`src/hw/rtl/imu_pkg.sv`:
```
// Shared types, codes and sizing constants for the Ising Metropolis update block.
// No dependencies; every other file except imu_ram references this package by scoped name.
package imu_pkg;

    // Lattice geometry (SIDE must be a power of two, at most 2**IDX_W)
    localparam int SIDE       = 64;
    localparam int SIDE_W     = $clog2(SIDE);
    localparam int SITES      = SIDE * SIDE;

    // Field and register widths
    localparam int OP_W       = 2;
    localparam int IDX_W      = 6;
    localparam int RND_W      = 32;
    localparam int MAG_W      = 14;
    localparam int BOND_W     = 15;
    localparam int NUM_THRESH = 5;
    localparam int SEL_W      = 3;
    localparam int CFG_IDX_W  = 3;
    localparam int CFG_W      = 64;

    // Command queue between front and back
    localparam int Q_DEPTH    = 2;
    localparam int Q_PTR_W    = $clog2(Q_DEPTH);
    localparam int Q_CNT_W    = $clog2(Q_DEPTH + 1);

    // Operation codes on the input channel
    localparam logic [OP_W-1:0] OP_WRITE = 2'd0;
    localparam logic [OP_W-1:0] OP_READ  = 2'd1;
    localparam logic [OP_W-1:0] OP_FLIP  = 2'd2;

    // Reset values of the running sums
    localparam logic [MAG_W-1:0]  MAG_RST  = MAG_W'(SITES);
    localparam logic [BOND_W-1:0] BOND_RST = BOND_W'(2 * SITES);

    typedef logic [SIDE_W-1:0] t_idx;
    typedef logic [SIDE-1:0]   t_row;

    typedef enum logic [1:0] {
        K_WRITE,
        K_READ,
        K_FLIP
    } t_kind;

    typedef struct packed {
        t_kind            kind;
        t_idx             row;
        t_idx             col;
        logic             spin;
        logic [RND_W-1:0] rnd;
    } t_cmd;

    typedef struct packed {
        logic valid;
        t_cmd cmd;
    } t_q_head;

    typedef enum logic [2:0] {
        ST_IDLE,
        ST_RD_UP,
        ST_RD_MID,
        ST_RD_DN,
        ST_CAP_DN,
        ST_EXEC
    } t_state;

endpackage

```
`src/hw/rtl/ising_metropolis_update_top.sv`:
```
// Ising Metropolis update engine, top level. Each command passes a take step,
// three serial row reads through the single lattice RAM read port, a capture step
// and the decide/write-back step; the back end works on one command at a time.
// Reset (synchronous, active low): lattice reads as all up via 64 row valid bits
// cleared at once, sums 4096 / 8192, thresholds all ones. Uses imu_front/back/ram.
module ising_metropolis_update_top (
    input  logic                          i_clk,
    input  logic                          i_rst_n,
    // configuration write port
    input  logic                          i_cfg_we,
    input  logic [imu_pkg::CFG_IDX_W-1:0] i_cfg_index,
    input  logic [imu_pkg::CFG_W-1:0]     i_cfg_data,
    // input channel
    input  logic                          i_valid,
    output logic                          o_ready,
    input  logic [imu_pkg::OP_W-1:0]      i_operation,
    input  logic [imu_pkg::IDX_W-1:0]     i_row_index,
    input  logic [imu_pkg::IDX_W-1:0]     i_column_index,
    input  logic                          i_spin_value,
    input  logic [imu_pkg::RND_W-1:0]     i_random_word,
    // result channel
    output logic                          o_valid,
    input  logic                          i_ready,
    output logic                          o_site_spin,
    output logic                          o_flipped,
    output logic [imu_pkg::MAG_W-1:0]     o_magnetization,
    output logic [imu_pkg::BOND_W-1:0]    o_bond_total
);

    // Front: decode + two-entry command queue. A beat is taken whenever the
    // queue has room, independent of whether a result waits downstream.
    imu_pkg::t_q_head head;
    logic             pop;

    imu_front u_front (
        .i_clk          (i_clk),
        .i_rst_n        (i_rst_n),
        .i_valid        (i_valid),
        .o_ready        (o_ready),
        .i_operation    (i_operation),
        .i_row_index    (i_row_index),
        .i_column_index (i_column_index),
        .i_spin_value   (i_spin_value),
        .i_random_word  (i_random_word),
        .i_pop          (pop),
        .o_head         (head)
    );

    // Back: row reads (up, center, down), decision, write-back, sums and the
    // result register. It stalls only in its execute step on a full result slot.
    imu_back u_back (
        .i_clk           (i_clk),
        .i_rst_n         (i_rst_n),
        .i_cfg_we        (i_cfg_we),
        .i_cfg_index     (i_cfg_index),
        .i_cfg_data      (i_cfg_data),
        .i_head          (head),
        .o_pop           (pop),
        .o_valid         (o_valid),
        .i_ready         (i_ready),
        .o_site_spin     (o_site_spin),
        .o_flipped       (o_flipped),
        .o_magnetization (o_magnetization),
        .o_bond_total    (o_bond_total)
    );

endmodule

```
`src/hw/rtl/imu_ram.sv`:
```
// Generic single-write, single-read RAM with registered read data.
// No dependencies.
module imu_ram #(
    parameter int WIDTH = 8,
    parameter int DEPTH = 16
) (
    input  logic                     i_clk,
    input  logic                     i_we,
    input  logic [$clog2(DEPTH)-1:0] i_waddr,
    input  logic [WIDTH-1:0]         i_wdata,
    input  logic [$clog2(DEPTH)-1:0] i_raddr,
    output logic [WIDTH-1:0]         o_rdata
);

    logic [WIDTH-1:0] r_mem [DEPTH];
    logic [WIDTH-1:0] r_rdata;

    always_ff @(posedge i_clk) begin
        if (i_we) begin
            r_mem[i_waddr] <= i_wdata;
        end
        r_rdata <= r_mem[i_raddr];
    end

    assign o_rdata = r_rdata;

endmodule

```
`src/hw/rtl/imu_front.sv`:
```
// Front end: accepts input beats, decodes the operation, wraps the site
// index and queues commands for the back end. Depends on imu_pkg.
module imu_front (
    input  logic                          i_clk,
    input  logic                          i_rst_n,
    input  logic                          i_valid,
    output logic                          o_ready,
    input  logic [imu_pkg::OP_W-1:0]      i_operation,
    input  logic [imu_pkg::IDX_W-1:0]     i_row_index,
    input  logic [imu_pkg::IDX_W-1:0]     i_column_index,
    input  logic                          i_spin_value,
    input  logic [imu_pkg::RND_W-1:0]     i_random_word,
    input  logic                          i_pop,
    output imu_pkg::t_q_head              o_head
);

    imu_pkg::t_cmd                r_mem [imu_pkg::Q_DEPTH];
    logic [imu_pkg::Q_PTR_W-1:0]  r_wptr;
    logic [imu_pkg::Q_PTR_W-1:0]  r_rptr;
    logic [imu_pkg::Q_CNT_W-1:0]  r_count;
    imu_pkg::t_cmd                cmd_in;
    logic                         push;
    logic                         pop;

    // Unused code 3 behaves as a read
    always_comb begin
        cmd_in.row  = i_row_index[imu_pkg::SIDE_W-1:0];
        cmd_in.col  = i_column_index[imu_pkg::SIDE_W-1:0];
        cmd_in.spin = i_spin_value;
        cmd_in.rnd  = i_random_word;
        case (i_operation)
            imu_pkg::OP_WRITE: cmd_in.kind = imu_pkg::K_WRITE;
            imu_pkg::OP_FLIP:  cmd_in.kind = imu_pkg::K_FLIP;
            default:           cmd_in.kind = imu_pkg::K_READ;
        endcase
    end

    assign o_ready = (r_count != imu_pkg::Q_CNT_W'(imu_pkg::Q_DEPTH));
    assign push    = i_valid && o_ready;
    assign pop     = i_pop && (r_count != '0);

    always_ff @(posedge i_clk) begin
        if (push) begin
            r_mem[r_wptr] <= cmd_in;
        end
    end

    always_ff @(posedge i_clk) begin
        if (!i_rst_n) begin
            r_wptr  <= '0;
            r_rptr  <= '0;
            r_count <= '0;
        end else begin
            if (push) begin
                r_wptr <= r_wptr + imu_pkg::Q_PTR_W'(1);
            end
            if (pop) begin
                r_rptr <= r_rptr + imu_pkg::Q_PTR_W'(1);
            end
            if (push && !pop) begin
                r_count <= r_count + imu_pkg::Q_CNT_W'(1);
            end else if (pop && !push) begin
                r_count <= r_count - imu_pkg::Q_CNT_W'(1);
            end
        end
    end

    assign o_head.valid = (r_count != '0);
    assign o_head.cmd   = r_mem[r_rptr];

endmodule

```
`src/hw/rtl/imu_back.sv`:
```
// Back end: reads the three lattice rows around a site, decides and applies
// the update, tracks the running sums and holds the result beat.
// Depends on imu_pkg and imu_ram.
module imu_back (
    input  logic                          i_clk,
    input  logic                          i_rst_n,
    input  logic                          i_cfg_we,
    input  logic [imu_pkg::CFG_IDX_W-1:0] i_cfg_index,
    input  logic [imu_pkg::CFG_W-1:0]     i_cfg_data,
    input  imu_pkg::t_q_head              i_head,
    output logic                          o_pop,
    output logic                          o_valid,
    input  logic                          i_ready,
    output logic                          o_site_spin,
    output logic                          o_flipped,
    output logic [imu_pkg::MAG_W-1:0]     o_magnetization,
    output logic [imu_pkg::BOND_W-1:0]    o_bond_total
);

    imu_pkg::t_state              r_state;
    imu_pkg::t_state              n_state;
    imu_pkg::t_cmd                r_cmd;
    imu_pkg::t_row                r_row_up;
    imu_pkg::t_row                r_row_mid;
    imu_pkg::t_row                r_row_dn;
    logic [imu_pkg::SIDE-1:0]     r_row_vld;
    logic                         r_rd_vld;
    logic [imu_pkg::CFG_W-1:0]    r_thresh [imu_pkg::NUM_THRESH];
    logic [imu_pkg::MAG_W-1:0]    r_mag;
    logic [imu_pkg::BOND_W-1:0]   r_bond;
    logic                         r_out_valid;
    logic                         r_out_spin;
    logic                         r_out_flip;

    imu_pkg::t_idx                row_m;
    imu_pkg::t_idx                row_p;
    imu_pkg::t_idx                col_m;
    imu_pkg::t_idx                col_p;
    imu_pkg::t_idx                ram_raddr;
    imu_pkg::t_row                ram_rdata;
    imu_pkg::t_row                row_rd;
    imu_pkg::t_row                wrow;
    logic                         ram_we;
    logic                         out_free;
    logic                         fire;
    logic                         take_cmd;
    logic                         cap_up;
    logic                         cap_mid;
    logic                         cap_dn;

    logic                         s;
    logic [imu_pkg::SEL_W-1:0]    n_up;
    logic [imu_pkg::SEL_W-1:0]    sel;
    logic [imu_pkg::CFG_W-1:0]    pair;
    logic [imu_pkg::RND_W-1:0]    th;
    logic                         accept;
    logic                         do_flip;
    logic                         new_spin;
    logic [imu_pkg::MAG_W-1:0]    mag_nxt;
    logic [imu_pkg::BOND_W-1:0]   bond_nxt;

    assign row_m = r_cmd.row - imu_pkg::t_idx'(1);
    assign row_p = r_cmd.row + imu_pkg::t_idx'(1);
    assign col_m = r_cmd.col - imu_pkg::t_idx'(1);
    assign col_p = r_cmd.col + imu_pkg::t_idx'(1);

    assign out_free = !r_out_valid || i_ready;

    // Rows never written read as all spins up
    assign row_rd = r_rd_vld ? ram_rdata : '1;

    // ---- next state ----
    always_comb begin
        n_state = r_state;
        case (r_state)
            imu_pkg::ST_IDLE:   if (i_head.valid) n_state = imu_pkg::ST_RD_UP;
            imu_pkg::ST_RD_UP:  n_state = imu_pkg::ST_RD_MID;
            imu_pkg::ST_RD_MID: n_state = imu_pkg::ST_RD_DN;
            imu_pkg::ST_RD_DN:  n_state = imu_pkg::ST_CAP_DN;
            imu_pkg::ST_CAP_DN: n_state = imu_pkg::ST_EXEC;
            imu_pkg::ST_EXEC:   if (out_free) n_state = imu_pkg::ST_IDLE;
            default:            n_state = imu_pkg::ST_IDLE;
        endcase
    end

    // ---- state outputs ----
    always_comb begin
        take_cmd  = 1'b0;
        cap_up    = 1'b0;
        cap_mid   = 1'b0;
        cap_dn    = 1'b0;
        fire      = 1'b0;
        ram_raddr = row_m;
        case (r_state)
            imu_pkg::ST_IDLE:   take_cmd = i_head.valid;
            imu_pkg::ST_RD_UP:  ram_raddr = row_m;
            imu_pkg::ST_RD_MID: begin
                ram_raddr = r_cmd.row;
                cap_up    = 1'b1;
            end
            imu_pkg::ST_RD_DN:  begin
                ram_raddr = row_p;
                cap_mid   = 1'b1;
            end
            imu_pkg::ST_CAP_DN: cap_dn = 1'b1;
            imu_pkg::ST_EXEC:   fire = out_free;
            default:            ;
        endcase
    end

    assign o_pop = take_cmd;

    // ---- update decision ----
    always_comb begin
        s    = r_row_mid[r_cmd.col];
        n_up = imu_pkg::SEL_W'(r_row_up[r_cmd.col]) + imu_pkg::SEL_W'(r_row_dn[r_cmd.col])
             + imu_pkg::SEL_W'(r_row_mid[col_m]) + imu_pkg::SEL_W'(r_row_mid[col_p]);
        // sel = (p + 4) / 2 with p = s * (2*n_up - 4)
        sel  = s ? n_up : (imu_pkg::SEL_W'(4) - n_up);
        pair = r_thresh[sel];
        th   = s ? pair[imu_pkg::RND_W-1:0] : pair[imu_pkg::CFG_W-1:imu_pkg::RND_W];
        accept = (&th) || (r_cmd.rnd < th);
        case (r_cmd.kind)
            imu_pkg::K_FLIP:  do_flip = accept;
            imu_pkg::K_WRITE: do_flip = (s != r_cmd.spin);
            default:          do_flip = 1'b0;
        endcase
        new_spin = s ^ do_flip;
        if (do_flip) begin
            mag_nxt  = s ? (r_mag - imu_pkg::MAG_W'(2)) : (r_mag + imu_pkg::MAG_W'(2));
            // bond -= 2p, 2p = 4*sel - 8
            bond_nxt = r_bond + imu_pkg::BOND_W'(8) - (imu_pkg::BOND_W'(sel) << 2);
        end else begin
            mag_nxt  = r_mag;
            bond_nxt = r_bond;
        end
        wrow = r_row_mid;
        wrow[r_cmd.col] = new_spin;
    end

    assign ram_we = fire && do_flip;

    imu_ram #(
        .WIDTH(imu_pkg::SIDE),
        .DEPTH(imu_pkg::SIDE)
    ) u_lattice (
        .i_clk   (i_clk),
        .i_we    (ram_we),
        .i_waddr (r_cmd.row),
        .i_wdata (wrow),
        .i_raddr (ram_raddr),
        .o_rdata (ram_rdata)
    );

    // ---- payload registers ----
    always_ff @(posedge i_clk) begin
        r_rd_vld <= r_row_vld[ram_raddr];
        if (take_cmd) r_cmd <= i_head.cmd;
        if (cap_up)   r_row_up  <= row_rd;
        if (cap_mid)  r_row_mid <= row_rd;
        if (cap_dn)   r_row_dn  <= row_rd;
        if (fire) begin
            r_out_spin <= new_spin;
            r_out_flip <= (r_cmd.kind == imu_pkg::K_FLIP) && do_flip;
        end
    end

    // ---- control and architectural state ----
    always_ff @(posedge i_clk) begin
        if (!i_rst_n) begin
            r_state     <= imu_pkg::ST_IDLE;
            r_row_vld   <= '0;
            r_mag       <= imu_pkg::MAG_RST;
            r_bond      <= imu_pkg::BOND_RST;
            r_out_valid <= 1'b0;
            for (int k = 0; k < imu_pkg::NUM_THRESH; k++) begin
                r_thresh[k] <= '1;
            end
        end else begin
            r_state <= n_state;
            if (i_cfg_we && (i_cfg_index < imu_pkg::CFG_IDX_W'(imu_pkg::NUM_THRESH))) begin
                r_thresh[i_cfg_index] <= i_cfg_data;
            end
            if (ram_we) begin
                r_row_vld[r_cmd.row] <= 1'b1;
            end
            if (fire) begin
                r_mag       <= mag_nxt;
                r_bond      <= bond_nxt;
                r_out_valid <= 1'b1;
            end else if (i_ready) begin
                r_out_valid <= 1'b0;
            end
        end
    end

    assign o_valid         = r_out_valid;
    assign o_site_spin     = r_out_spin;
    assign o_flipped       = r_out_flip;
    assign o_magnetization = r_mag;
    assign o_bond_total    = r_bond;

endmodule
```
`config.mk`:
```
export PLATFORM = sky130hd
export DESIGN_NAME = ising_metropolis_update_top
export DESIGN_NICKNAME = d
export VERILOG_FILES = /design/src/hw/rtl/imu_pkg.sv /design/src/hw/rtl/ising_metropolis_update_top.sv /design/src/hw/rtl/imu_ram.sv /design/src/hw/rtl/imu_front.sv /design/src/hw/rtl/imu_back.sv
export SDC_FILE = /design/constraint.sdc
export NUM_CORES = 2
export LEC_CHECK = 0
export BUFFER_PORTS_ARGS = -buffer_cell sky130_fd_sc_hd__buf_2
export CAP_MARGIN = 20
export CORE_UTILIZATION = 50
export DETAILED_ROUTE_END_ITERATION = 7
export GPL_TIMING_DRIVEN = 0
export MAX_ROUTING_LAYER = met4
export PLACE_DENSITY = 0.65
export SETUP_SLACK_MARGIN = 0.5
export SYNTH_ARGS = -nofsm -noshare
export SYNTH_HDL_FRONTEND = slang
export SYNTH_MEMORY_MAX_BITS = 65536
export SYNTH_SLANG_ARGS = --single-unit
```
`constraint.sdc`:
```
create_clock -name i_clk -period 16.5 [get_ports i_clk]
set_input_delay 0.825 -clock i_clk [delete_from_list [all_inputs] [get_ports i_clk]]
set_output_delay 0.825 -clock i_clk [all_outputs]
set_load 0.01 [all_outputs]
```
==> impl_metrics.toml <==
[outcome]
status = "finished, final reports clean"

[clock_network]
cts_buffer_depth = 4
path_clk_slew_ns = 0.06
numCtsBuffers = 530
clk_latency_ns = 1.05
cts_sinks = 5106
clockRootBuffer = "clkbuf_16"
cts_tree = "yes"
htreeDepth = 6

[global_routing]
overflow = 0
grt_max_degree = 66
grt_pass1_wl_mm = 812
grt_pass1_vias = 109000
use_met1_pct = 37.1
gr-max-usage-layer = "met2"
use_met2_pct = 46.3
grt_usage_pct = 29.1
gr-usage-met3_pct = 5.22
antenna_found_initial = 65

[timing]
setup-violations-final = 0
final_max_slew_viol_count = 0
worst_pin_slew_ns = 1.27
rsz0062_at_grt = "no"
hold_slack_ns = 0.0685
slew_headroom_pct = 15.3
skew_ns = 0.0480
period_needed_ns = 15.61
fin_crit_sh_pct = 94.6
clock.fmax_ghz = 0.0641
hold_viol = 0
setup_tns_ns = 0

[routing]
vias = 108000
post_drt_wl_per_cell_um = 33.2
drt_wl_total_mm = 579
drt-vias-per-instance = 6.22
first_pass_iters = 8
antenna_left = 0
first_iter_violations = 13400
remaining_drc_errors = 0

[yosys]
syn_area_um2 = 202000
synth_top_area_share_pct = 73.5
synthMuxAreaShare_pct = 15.1
synth_commonest_cells = "edfxtp_1, mux4_2, a211oi_1"
synth_simple_gate_area_share_pct = 3.65
synth_compound_area_share_pct = 4.10
synth_xor_xnor_area_share_pct = 0.173
yosys_warnings = 0
synthAdderAreaFrac_pct = 0.455
synth_top_family_by_area = "multiplexers"
ys_seq_area_share_pct = 75.1
ys_ff_latch = 5106
syn_area_per_cell_um2 = 20.0
yosys.cell_count.top_type = "edfxtp_1"
synth.distinct_cells = 82
synth-edff-count = 4943
synth_area_leader_cell = "edfxtp_1"
synth_cells = 10100
synthFlopType = "edfxtp_1"
async_flop_share_pct = 0
synthTopCellsByArea = "edfxtp_1, mux4_2, mux2i_1"

[final_layout]
fin_cells = 17400
final_nets = 11900
seq_area_um2 = 152000
multi_input_area_um2 = 49300
nFillCells = 28900
syn_to_final_growth_pct = 17.8
drive_gt1_share_pct = 27.2

[setup_path]
cp_max_fo = 10
ff2ff_path_depth = 52
critPathBufInv = 27
cp_top_family = "buffers and inverters"
cpMaxStageDelayCell = "nor3_2"
rr_endpoint = "u_back.u_lattice.r_mem[16][36]$_DFFE_PP_"
max_stage_delay_ns = 0.69
path_class = "reg -> reg"
rrSetupSlack_ns = 0.89
r2r_start = "u_back.r_cmd[35]$_DFFE_PP_"
crit_path_start_kind = "register"
worstPathArrival_ns = 16.33
required_ns = 17.22
critPathCaptureType = "register"

[floorplan]
dieHeight_um = 638
pin_count = 152
core_area_um2 = 402000
start_util_pct = 50.2
placementRows = 233
die_w_um = 638
die_area_um2 = 406000

[placement]
dp_hpwl_mm = 419
io_buffer_count = 147
dpl.cell_count = 16400
place_congestion = 0.944

[hold_path]
hold_path.startpoint = "i_cfg_data[2]"
hold_depth = 1
hp-class = "in -> reg"
min_to = "u_back.r_thresh[5][2]$_DFFE_PP_"

[flow_run]
drv_cap = 0
==> cell type report <==
class                           count  area share [%]
Tap cell                         5287            2.78
Inverter                           48          0.0773
Antenna cell                       44          0.0463
Timing Repair Buffer              876            4.28
Multi-Input combinational cell   4477            20.7
Clock inverter                    275            1.22
Clock buffer                      670            5.98
Sequential cell                  5106            63.8
Buffer                            653            1.14
==> per-stage QoR <==
| step | area [um^2] | utilization [%] | worst slack, ns |
|---|---|---|---|
| after floorplan | 203000 | - | 1.87 |
| after global placement | 210000 | 52.2 | -11.51 |
| after detailed placement | 220000 | 54.6 | -1.96 |
| after CTS | 237000 | 59.0 | 0.637 |
| after global routing | 238000 | 59.1 | 0.562 |
| final | 238000 | 59.1 | 0.891 |
==> worst reg2reg max path: cells and delay by family, from the launching register on <==
family | cells | cell delay [ns]
compound gates | 11 | 2.41
flops | 1 | 0.50
buf+inv | 27 | 7.76
simple gates | 7 | 2.21
mux | 2 | 0.94
fa+ha+maj | 5 | 1.43
==> flip-flops by register name (all words and copies together) (netlist names), 47 cells and up <==
register	count
u_back.r_row_dn	64
u_back.r_cmd	47
u_back.r_thresh	512
u_back.r_row_mid	64
u_back.r_row_up	64
u_back.r_row_vld	64
u_front.r_mem	94
u_back.u_lattice.o_rdata	64
u_back.u_lattice.r_mem	4096
==> layout by cell type, fill, tap and decap left out, types with 78 or more instances in the layout <==
cell type and n:
a211oi_1 461, buf_6 411, clkbuf_16 546, mux2i_1 351, nand2_1 275, mux4_2 1158, buf_1 143, clkinv_1 92
nor2_1 172, nor2b_1 273, buf_12 95, dfxtp_1 163, mux2_2 78, a21oi_1 315, buf_2 215, clkbuf_1 492
nand2b_1 142, or2_2 194, conb_1 195, buf_4 87, edfxtp_1 4943
==> what timing repair did <==
| item | in CTS | in global routing |
|---|---|---|
| setup endpoints to repair | 8283 | 554 |
| hold endpoints to repair | 94 | 0 |
| hold buffers | 45 | 0 |
| buffers inserted | 0 | 1 |
| pin swaps | 0 | 1 |
| gates resized for setup | 30 | 9 |
==> worst max-delay path by stage <==
stage | slack [ns] | to | depth (start not counted) | from
finish | 0.89 | u_back.u_lattice.r_mem[16][36]$_DFFE_PP_ | 52 | u_back.r_cmd[35]$_DFFE_PP_
global route | 0.56 | u_back.u_lattice.r_mem[16][36]$_DFFE_PP_ | 51 | u_back.r_cmd[34]$_DFFE_PP_
CTS | 0.64 | u_back.u_lattice.r_mem[17][37]$_DFFE_PP_ | 48 | u_back.r_cmd[33]$_DFFE_PP_
detailed placement | -1.96 | u_back.u_lattice.r_mem[19][36]$_DFFE_PP_ | 49 | u_back.r_cmd[33]$_DFFE_PP_
global placement | -11.51 | u_back.u_lattice.r_mem[10][40]$_DFFE_PP_ | 42 | u_back.r_cmd[33]$_DFFE_PP_
floorplan | 1.87 | u_back.u_lattice.r_mem[17][0]$_DFFE_PP_ | 42 | u_back.r_cmd[34]$_DFFE_PP_
==> cells by family after synthesis <==
group,count (synthesis)
muxes,1593
and+or+nand+nor,1366
other,1
AOI/OAI and AO/OA,1212
buffers and inverters,701
adders and majority gates,71
DFF,5106
xor gates and xnor gates,40
==> layer usage <==
layer	routed length (um)	up-vias	share of wire (%)
met5	0	-	0
met4	27300	0	4.7
met3	49900	1063	8.6
met2	282000	5429	49
met1	219000	57100	38
li1	-	44800	-
Power is left out: the tool's default activity adds up to more than one toggle a clock period on the data nets, which glitch-free logic cannot reach.
